===== src/rtl/tpb_pkg.sv =====
// ---------------------------------------------------------------------------
// Trajectory preview buffer package
// Shared types and constants for the trajectory preview buffer.
// ---------------------------------------------------------------------------
package tpb_pkg;

    localparam int CAPACITY_DEF    = 32;
    localparam int PREVIEW_LEN_DEF = 24;

    localparam int WORD_W  = 32;
    localparam int SPEED_W = 16;
    localparam int CMD_W   = 3;
    localparam int RIDX_W  = 6;
    localparam int FILL_W  = 6;

    typedef enum logic [CMD_W-1:0] {
        CMD_RESET    = 3'd0,
        CMD_APPEND   = 3'd1,
        CMD_BRAKE    = 3'd2,
        CMD_FINALIZE = 3'd3,
        CMD_CHECK    = 3'd4,
        CMD_READ     = 3'd5
    } cmd_t;

    typedef enum logic [1:0] {
        RC_OK     = 2'd0,
        RC_FAIL   = 2'd1,
        RC_NODATA = 2'd2,
        RC_END    = 2'd3
    } rc_t;

    typedef enum logic [1:0] {
        MODE_NORMAL  = 2'd0,
        MODE_BRAKING = 2'd1,
        MODE_ENDING  = 2'd2
    } mode_t;

    typedef enum logic [2:0] {
        ST_IDLE,
        ST_EXEC,
        ST_RDWAIT,
        ST_PAD,
        ST_DONE
    } state_t;

    // One stored step.
    typedef struct packed {
        logic [WORD_W-1:0]         word;
        logic signed [SPEED_W-1:0] speed;
        logic signed [SPEED_W-1:0] turn;
        logic                      last;
        logic [WORD_W-1:0]         cons;
    } entry_t;

    typedef struct packed {
        logic [CMD_W-1:0]          command;
        logic [WORD_W-1:0]         step_word;
        logic signed [SPEED_W-1:0] speed;
        logic signed [SPEED_W-1:0] turn_rate;
        logic                      final_flag;
        logic [WORD_W-1:0]         constraint_in;
        logic [RIDX_W-1:0]         read_index;
    } req_t;

    typedef struct packed {
        rc_t                       result_code;
        mode_t                     mode_now;
        logic [FILL_W-1:0]         fill_count;
        logic [WORD_W-1:0]         step_out;
        logic signed [SPEED_W-1:0] speed_out;
        logic signed [SPEED_W-1:0] turn_out;
        logic                      final_out;
        logic [WORD_W-1:0]         constraint_out;
    } rsp_t;

endpackage


===== src/rtl/trajectory_preview_buffer.sv =====
// ---------------------------------------------------------------------------
// Trajectory preview buffer
// Bounded circular store of trajectory steps with brake and finalize padding.
// ---------------------------------------------------------------------------
// Usage: a command word arrives on the req channel (req_valid, req_stall,
// req_data) and exactly one result word leaves on the rsp channel (rsp_valid,
// rsp_stall, rsp_data). Commands are reset, append, brake, finalize, check
// fill and read. The user writes the constraint word used when braking starts
// via cfg_wr_en and cfg_wr_data only while the block is idle; not enforced.
// Sequence: reset, append and failing commands pass through the execute and
// done states; read and the boundary case of check fill also pass through a
// read-wait state. Brake and finalize read one entry and then rewrite the
// store up to capacity, one entry per cycle through the single write port.
// One word is processed at a time; the next request is accepted once the
// current result sits in the output register.
// Reset empties the store, sets the mode to normal and clears the constraint
// register. While the receiver stalls, the finished result waits in the
// output register and the block can take one further request, whose result
// waits until the output register is free.
// ---------------------------------------------------------------------------
module trajectory_preview_buffer #(
    parameter int CAPACITY    = tpb_pkg::CAPACITY_DEF,
    parameter int PREVIEW_LEN = tpb_pkg::PREVIEW_LEN_DEF
) (
    input  logic                        clk,
    input  logic                        rst_n,
    input  logic                        req_valid,
    output logic                        req_stall,
    input  tpb_pkg::req_t               req_data,
    output logic                        rsp_valid,
    input  logic                        rsp_stall,
    output tpb_pkg::rsp_t               rsp_data,
    input  logic                        cfg_wr_en,
    input  logic [tpb_pkg::WORD_W-1:0]  cfg_wr_data
);
    import tpb_pkg::*;

    localparam int PTR_W     = $clog2(CAPACITY);
    localparam int CNT_W     = $clog2(CAPACITY + 1);
    localparam int MW        = (CNT_W > RIDX_W) ? CNT_W : RIDX_W;
    localparam int FILL_MARK = PREVIEW_LEN - 1;

    localparam logic [CNT_W-1:0] CAP_CNT  = CNT_W'(CAPACITY);
    localparam logic [PTR_W:0]   CAP_WIDE = (PTR_W + 1)'(CAPACITY);

    // Position of the entry at a given offset from a base slot.
    function automatic logic [PTR_W-1:0] wrap_pos(input logic [PTR_W-1:0] base,
                                                 input logic [PTR_W:0]   offs);
        logic [PTR_W:0] sum;
        sum = {1'b0, base} + offs;
        if (sum >= CAP_WIDE)
        begin
            sum = sum - CAP_WIDE;
        end
        return sum[PTR_W-1:0];
    endfunction

    entry_t mem [CAPACITY];
    entry_t mem_rdata_reg;

    logic             mem_we;
    logic [PTR_W-1:0] mem_waddr;
    entry_t           mem_wdata;
    logic             mem_re;
    logic [PTR_W-1:0] mem_raddr;

    state_t           state_reg, state_next;
    logic [PTR_W-1:0] head_reg, head_next;
    logic [CNT_W-1:0] count_reg, count_next;
    mode_t            mode_reg, mode_next;
    logic             rsp_valid_reg, rsp_valid_next;
    logic [WORD_W-1:0] cfg_reg;

    req_t             in_reg, in_next;
    rc_t              rc_reg, rc_next;
    entry_t           rd_entry_reg, rd_entry_next;
    logic [CNT_W-1:0] pad_idx_reg, pad_idx_next;
    entry_t           pad_val_reg, pad_val_next;
    logic             zero_vel_reg, zero_vel_next;
    logic             set_cons_reg, set_cons_next;
    rsp_t             rsp_data_reg, rsp_data_next;

    logic [PTR_W:0]   tail_off;
    logic [MW-1:0]    ridx_ext;
    logic [MW-1:0]    cnt_ext;
    logic [PTR_W:0]   read_off;

    always_comb
    begin
        tail_off = (PTR_W + 1)'(count_reg - 1'b1);
        ridx_ext = MW'(in_reg.read_index);
        cnt_ext  = MW'(count_reg);
        if (ridx_ext >= cnt_ext)
        begin
            read_off = tail_off;
        end
        else
        begin
            read_off = (PTR_W + 1)'(in_reg.read_index);
        end
    end

    always_comb
    begin
        entry_t pv;

        pv             = mem_rdata_reg;
        state_next     = state_reg;
        head_next      = head_reg;
        count_next     = count_reg;
        mode_next      = mode_reg;
        rsp_valid_next = rsp_valid_reg;
        in_next        = in_reg;
        rc_next        = rc_reg;
        rd_entry_next  = rd_entry_reg;
        pad_idx_next   = pad_idx_reg;
        pad_val_next   = pad_val_reg;
        zero_vel_next  = zero_vel_reg;
        set_cons_next  = set_cons_reg;
        rsp_data_next  = rsp_data_reg;
        mem_we         = 1'b0;
        mem_waddr      = wrap_pos(head_reg, (PTR_W + 1)'(pad_idx_reg));
        mem_wdata      = pad_val_reg;
        mem_re         = 1'b0;
        mem_raddr      = wrap_pos(head_reg, tail_off);
        req_stall      = (state_reg != ST_IDLE);

        if (rsp_valid_reg && !rsp_stall)
        begin
            rsp_valid_next = 1'b0;
        end

        unique case (state_reg)
            ST_IDLE:
            begin
                if (req_valid)
                begin
                    in_next       = req_data;
                    rc_next       = RC_FAIL;
                    rd_entry_next = '0;
                    state_next    = ST_EXEC;
                end
            end

            ST_EXEC:
            begin
                state_next = ST_DONE;
                case (cmd_t'(in_reg.command))
                    CMD_RESET:
                    begin
                        head_next  = '0;
                        count_next = '0;
                        mode_next  = MODE_NORMAL;
                        rc_next    = RC_OK;
                    end

                    CMD_APPEND:
                    begin
                        rc_next = RC_OK;
                        if (count_reg < CAP_CNT)
                        begin
                            mem_we     = 1'b1;
                            mem_waddr  = wrap_pos(head_reg, (PTR_W + 1)'(count_reg));
                            mem_wdata  = '{word:  in_reg.step_word,
                                           speed: in_reg.speed,
                                           turn:  in_reg.turn_rate,
                                           last:  in_reg.final_flag,
                                           cons:  in_reg.constraint_in};
                            count_next = count_reg + 1'b1;
                        end
                    end

                    CMD_BRAKE, CMD_FINALIZE:
                    begin
                        if (count_reg != '0)
                        begin
                            head_next  = wrap_pos(head_reg, (PTR_W + 1)'(1));
                            count_next = count_reg - 1'b1;
                            // The pop stays done even when the command fails below.
                            if (count_reg != CNT_W'(1))
                            begin
                                zero_vel_next = 1'b0;
                                set_cons_next = 1'b0;
                                pad_idx_next  = count_reg - 1'b1;
                                mem_raddr     = wrap_pos(head_reg, tail_off);
                                if (cmd_t'(in_reg.command) == CMD_BRAKE)
                                begin
                                    mem_re     = 1'b1;
                                    state_next = ST_RDWAIT;
                                    if (mode_reg != MODE_BRAKING)
                                    begin
                                        // Keep only the new head, then pad from it.
                                        mem_raddr     = wrap_pos(head_reg, (PTR_W + 1)'(1));
                                        pad_idx_next  = '0;
                                        zero_vel_next = 1'b1;
                                        set_cons_next = 1'b1;
                                        mode_next     = MODE_BRAKING;
                                    end
                                end
                                else if (mode_reg == MODE_ENDING)
                                begin
                                    mem_re     = 1'b1;
                                    state_next = ST_RDWAIT;
                                end
                                else if (mode_reg == MODE_NORMAL)
                                begin
                                    // A stopped copy of the tail is appended, then repeated.
                                    mem_re        = 1'b1;
                                    zero_vel_next = 1'b1;
                                    mode_next     = MODE_ENDING;
                                    state_next    = ST_RDWAIT;
                                end
                            end
                        end
                    end

                    CMD_CHECK:
                    begin
                        if (mode_reg == MODE_NORMAL)
                        begin
                            if (int'(count_reg) < FILL_MARK)
                            begin
                                rc_next = RC_NODATA;
                            end
                            else if (int'(count_reg) > FILL_MARK)
                            begin
                                rc_next = RC_OK;
                            end
                            else
                            begin
                                mem_re     = 1'b1;
                                mem_raddr  = wrap_pos(head_reg, tail_off);
                                state_next = ST_RDWAIT;
                            end
                        end
                    end

                    CMD_READ:
                    begin
                        if (count_reg == '0)
                        begin
                            rc_next = RC_NODATA;
                        end
                        else
                        begin
                            mem_re     = 1'b1;
                            mem_raddr  = wrap_pos(head_reg, read_off);
                            state_next = ST_RDWAIT;
                        end
                    end

                    default:
                    begin
                        rc_next = RC_FAIL;
                    end
                endcase
            end

            ST_RDWAIT:
            begin
                state_next = ST_DONE;
                case (cmd_t'(in_reg.command))
                    CMD_CHECK:
                    begin
                        rc_next = mem_rdata_reg.last ? RC_END : RC_NODATA;
                    end

                    CMD_READ:
                    begin
                        rd_entry_next = mem_rdata_reg;
                        rc_next       = RC_OK;
                    end

                    default:
                    begin
                        if (zero_vel_reg)
                        begin
                            pv.speed = '0;
                            pv.turn  = '0;
                        end
                        if (set_cons_reg)
                        begin
                            pv.cons = cfg_reg;
                        end
                        pad_val_next = pv;
                        rc_next      = RC_OK;
                        state_next   = ST_PAD;
                    end
                endcase
            end

            ST_PAD:
            begin
                mem_we       = 1'b1;
                pad_idx_next = pad_idx_reg + 1'b1;
                if (pad_idx_reg == CAP_CNT - 1'b1)
                begin
                    count_next = CAP_CNT;
                    state_next = ST_DONE;
                end
            end

            ST_DONE:
            begin
                if (!rsp_valid_reg || !rsp_stall)
                begin
                    rsp_data_next = '{result_code:    rc_reg,
                                      mode_now:       mode_reg,
                                      fill_count:     FILL_W'(count_reg),
                                      step_out:       rd_entry_reg.word,
                                      speed_out:      rd_entry_reg.speed,
                                      turn_out:       rd_entry_reg.turn,
                                      final_out:      rd_entry_reg.last,
                                      constraint_out: rd_entry_reg.cons};
                    rsp_valid_next = 1'b1;
                    state_next     = ST_IDLE;
                end
            end

            default:
            begin
                state_next = ST_IDLE;
            end
        endcase
    end

    always_ff @(posedge clk or negedge rst_n)
    begin
        if (!rst_n)
        begin
            state_reg     <= ST_IDLE;
            head_reg      <= '0;
            count_reg     <= '0;
            mode_reg      <= MODE_NORMAL;
            rsp_valid_reg <= 1'b0;
            cfg_reg       <= '0;
        end
        else
        begin
            state_reg     <= state_next;
            head_reg      <= head_next;
            count_reg     <= count_next;
            mode_reg      <= mode_next;
            rsp_valid_reg <= rsp_valid_next;
            if (cfg_wr_en)
            begin
                cfg_reg <= cfg_wr_data;
            end
        end
    end

    always_ff @(posedge clk)
    begin
        in_reg       <= in_next;
        rc_reg       <= rc_next;
        rd_entry_reg <= rd_entry_next;
        pad_idx_reg  <= pad_idx_next;
        pad_val_reg  <= pad_val_next;
        zero_vel_reg <= zero_vel_next;
        set_cons_reg <= set_cons_next;
        rsp_data_reg <= rsp_data_next;
    end

    // Step store: one write port, one read port with registered data.
    always_ff @(posedge clk)
    begin
        if (mem_we)
        begin
            mem[mem_waddr] <= mem_wdata;
        end
        if (mem_re)
        begin
            mem_rdata_reg <= mem[mem_raddr];
        end
    end

    assign rsp_valid = rsp_valid_reg;
    assign rsp_data  = rsp_data_reg;

    a_count_bound: assert property (@(posedge clk) disable iff (!rst_n)
        count_reg <= CAP_CNT)
        else $error("entry count exceeds capacity");

    a_accept_exec: assert property (@(posedge clk) disable iff (!rst_n)
        req_valid && !req_stall |=> state_reg == ST_EXEC)
        else $error("accepted word did not start execution");

    a_mode_change: assert property (@(posedge clk) disable iff (!rst_n)
        mode_reg != $past(mode_reg) |-> $past(state_reg) == ST_EXEC)
        else $error("mode changed outside command execution");

    a_pad_full: assert property (@(posedge clk) disable iff (!rst_n)
        state_reg == ST_PAD && state_next == ST_DONE |=> count_reg == CAP_CNT)
        else $error("padding finished without a full store");

    a_write_state: assert property (@(posedge clk) disable iff (!rst_n)
        mem_we |-> state_reg == ST_EXEC || state_reg == ST_PAD)
        else $error("store written outside execution or padding");

endmodule

===== config.mk =====
export PLATFORM = sky130hd
export DESIGN_NAME = trajectory_preview_buffer
export DESIGN_NICKNAME = d
export VERILOG_FILES = /design/src/rtl/tpb_pkg.sv /design/src/rtl/trajectory_preview_buffer.sv
export SDC_FILE = /design/constraint.sdc
export NUM_CORES = 2
export LEC_CHECK = 0
export BUFFER_PORTS_ARGS = -buffer_cell sky130_fd_sc_hd__buf_2
export CAP_MARGIN = 30
export CORE_ASPECT_RATIO = 0.7
export CORE_MARGIN = 4
export CORE_UTILIZATION = 50
export CTS_BUF_LIST = sky130_fd_sc_hd__clkbuf_4 sky130_fd_sc_hd__clkbuf_8
export CTS_CLUSTER_SIZE = 14
export DETAILED_ROUTE_END_ITERATION = 12
export PLACE_DENSITY = 0.66
export SYNTH_ARGS = -nofsm -noshare
export SYNTH_HDL_FRONTEND = slang
export SYNTH_SLANG_ARGS = --single-unit
export TNS_END_PERCENT = 1

===== constraint.sdc =====
create_clock -name clk -period 9.1 [get_ports clk]
set_clock_uncertainty 0.15 [all_clocks]
set_input_delay 0.455 -clock clk [delete_from_list [all_inputs] [get_ports clk]]
set_output_delay 0.455 -clock clk [all_outputs]
set_load 0.05 [all_outputs]

==> flow_summary_export.csv <==
group,metric,value,unit
outcome,outcome,"completed",
global_route,grt_pass1_vias,84030,
finish,final_common_cell,"edfxtp_1",
synth,ys_warn_count,0,
setup_path,r2r_slack,2.34,ns
setup_path,worstPathMaxFanout,42,
route,drtPass1Iterations,6,
place,gp_congestion,0.8703,
setup_path,reg2reg_depth,15,
setup_path,required,9.70,ns
floorplanning,pin_count,252,
floorplanning,dieArea,293600,um2
clock_tree,cts-buffers-inserted,553,
floorplanning,initial_core_util,50.39,%
timing,max_freq,0.1479,GHz
timing,maxSlewViolCount,0,
global_route,overflow,0,
synth,synth_top_family_by_area,"simple AND/OR/NAND/NOR gates",
setup_path,end_kind,"flip-flop",
synth,synth_cells,9238,
synth,synth_fa_ha_area_share,0.3197,%
setup_path,r2r_end,"mem_rdata_reg[64]",
place,dp_hpwl,206200,um
synth,syn-cell-area,142400,um2
flow_run,cap_violations,0,
synth,ys_seq_area_share,77.14,%
global_route,grt_use_total,28.33,%
clock_tree,htreeDepth,6,
setup_path,cp-start-kind,"flip-flop",
synth,synthSimpleGateAreaFrac,10.44,%
clock_tree,path_clk_slew,0.06,ns
clock_tree,cts_resized,0,
global_route,grt_max_degree,203,
synth,synthArstFlopShare,1.336,%
timing,final.setup.worst_slack,2.340,ns
floorplanning,die_w,645.9,um
finish,syn_to_final_growth,13.98,%
setup_path,cp.arrival,7.36,ns
route,drc,0,
global_route,antenna_found_initial,9,
min_path,min_to,"cfg_reg[20]",
synth,ys_seq_elements,3667,
synth,syn-num-nets,9415,
finish,finalCoreUtilization,57.44,%
timing,rsz0062_at_grt,"false",
clock_tree,clock-sinks,3667,
finish,fill_cells,21450,
floorplanning,dieHeight,454.6,um
place,port_buffers,251,
min_path,min_path_cells,3,
timing,relSlewSlack,16.09,%
timing,final-hold-violation-count,0,
timing,layout_worst_path_cycle_share,74.29,%
timing,setup_viol,0,
finish,largest_reg_flops,3104,
synth,synthMuxAreaShare,5.083,%
clock_tree,cts_tree,"done",
finish,final_cell_mix,"edfxtp_1 (3,618), nand2_1 (2,291), nand3_1 (662)",
min_path,hold_start,"cfg_wr_data[20]",
setup_path,critical_path_class,"reg -> reg",
route,antenna_left,0,
synth,synth-edff-count,3618,
route,vias,88090,
synth,synth_xor_area_share,0.1511,%
timing,setup_tns,0,ns
timing,tightestPinTransition,1.259,ns
timing,fin_crit,6.760,ns
route,finalWirelength,425200,um
floorplanning,core,282700,um2
synth,synth-main-ff-cell,"edfxtp_1",
min_path,hold_path.class,"in -> reg",
synth,synth_compound_area_share,4.888,%
route,routed_via_density,6.219,
clock_tree,clkLatencyLatePin,1.06,ns
place,place_ws,2.547,ns
setup_path,regToRegStartpoint,"cnt_ext[3]",
clock_tree,clock-root-buffer,"clkbuf_8",
route,wl_per_cell,30.02,um
clock_tree,cts_setup_buffers,0,
global_route,grt_pass1_wl,603000,um
finish,drive_above_1_share,15.53,%
clock_tree,cts_buffer_depth,4,
synth,syn_area_per_cell,15.42,um2
floorplanning,row_count,163,
synth,synth_cell_type_count,90,
route,drt_iter0_markers,12920,
finish,fin_nets,10150,
repair_timing:
action	CTS	global route
hold buffers	277	0
endpoints found under the setup margin	0	0
hold endpoints to repair	221	0
stage by stage:
stage / hold slack (ns) / instances / area, um2
final: 0.07783 / 14170 / 162400
after detailed placement: 0.2545 / 12920 / 148600
after global placement: 0.2527 / 12890 / 148100
after CTS: 0.005049 / 14140 / 161900
after floorplan: 0.009409 / 9238 / 142400
after global routing: 0.03837 / 14160 / 162300
how the worst max path moves through the flow:
stage,start,end,slack [ns],depth (start not counted)
after detailed placement,cnt_ext[3],mem_rdata_reg[64],2.55,15
after global routing,cnt_ext[3],mem_rdata_reg[20],2.13,17
after floorplan,state_reg[0],rd_entry_reg[0],0.76,4
final,cnt_ext[3],mem_rdata_reg[64],2.34,15
after CTS,cnt_ext[3],mem_rdata_reg[64],2.53,15
after global placement,cnt_ext[3],mem_rdata_reg[20],1.37,16
worst max-delay path: stages, from the launching register on:
cell and delay [ns]:
dfrtp_1 0.57, clkinv_1 0.30, ha_1 0.36, o21a_1 0.11, o21a_1 0.13, a31o_1 0.34
mux2_2 0.38, ha_1 0.33, a21oi_1 0.22, a211oi_1 0.15, o31a_1 0.45, nor2_4 0.68
buf_4 0.75, nand2_4 0.68, o221ai_1 0.70, o22ai_1 0.13
layer usage:
layer | global-route usage [%] | share of wire, % | up-vias
met3 | 5.935 | 13 | 794
met2 | 42.16 | 44 | 5942
met4 | 9.202 | 3.3 | 0
li1 | - | - | 36680
met5 | 0 | 0 | -
met1 | 41.99 | 39 | 44680
logic make-up (layout without fill, tap and decap cells):
family | count (synthesis) | count (layout)
AO/OA/AOI/OAI | 928 | 928
XOR/XNOR | 23 | 23
adder cells (fa/ha/maj) | 34 | 34
buffers and inverters | 581 | 1709
flip-flops | 3667 | 3667
multiplexers | 551 | 551
other | 0 | 5
AND/OR/NAND/NOR | 3454 | 3454
synth_stat cells (9+ instances only):
cell type | count | area share (%)
a2111oi_0 | 20 | 0.12
a211o_1 | 10 | 0.061
a211oi_1 | 81 | 0.43
a21o_1 | 30 | 0.16
a21oi_1 | 77 | 0.27
a221oi_1 | 28 | 0.17
a311oi_1 | 64 | 0.39
a31oi_1 | 198 | 0.87
a32o_1 | 39 | 0.27
a32oi_1 | 99 | 0.61
and2_1 | 103 | 0.45
and3_1 | 164 | 0.72
buf_1 | 30 | 0.079
buf_2 | 268 | 0.94
buf_4 | 54 | 0.28
buf_6 | 10 | 0.079
clkbuf_1 | 200 | 0.53
dfrtp_1 | 49 | 0.86
edfxtp_1 | 3618 | 76
ha_1 | 30 | 0.26
inv_1 | 13 | 0.034
mux2_2 | 69 | 0.55
mux2i_1 | 351 | 2.5
mux4_2 | 131 | 2.1
nand2_1 | 2298 | 6.1
nand3_1 | 662 | 2.3
nand4_1 | 35 | 0.15
nor2_1 | 81 | 0.21
nor2b_1 | 37 | 0.16
nor3_1 | 18 | 0.063
nor4_1 | 13 | 0.057
o2111ai_1 | 31 | 0.19
o211a_1 | 9 | 0.063
o21ai_0 | 26 | 0.091
o221ai_1 | 48 | 0.30
o22ai_1 | 87 | 0.38
o31ai_1 | 15 | 0.079
xnor2_1 | 17 | 0.10
layout make-up:
class / instances / area (um2) / area share (%)
Antenna cell: 5 / 12.51 / 0.007707
Clock buffer: 774 / 9445 / 5.818
Clock inverter: 175 / 1032 / 0.6358
Inverter: 15 / 56.30 / 0.03468
Multi-Input combinational cell: 4990 / 30250 / 18.63
Sequential cell: 3667 / 109900 / 67.67
Tap cell: 3795 / 4748 / 2.925
Timing Repair Buffer: 745 / 6942 / 4.276
Power is not shown: default switching activity piles up to over one toggle a cycle in this logic, so the estimate is an artifact.
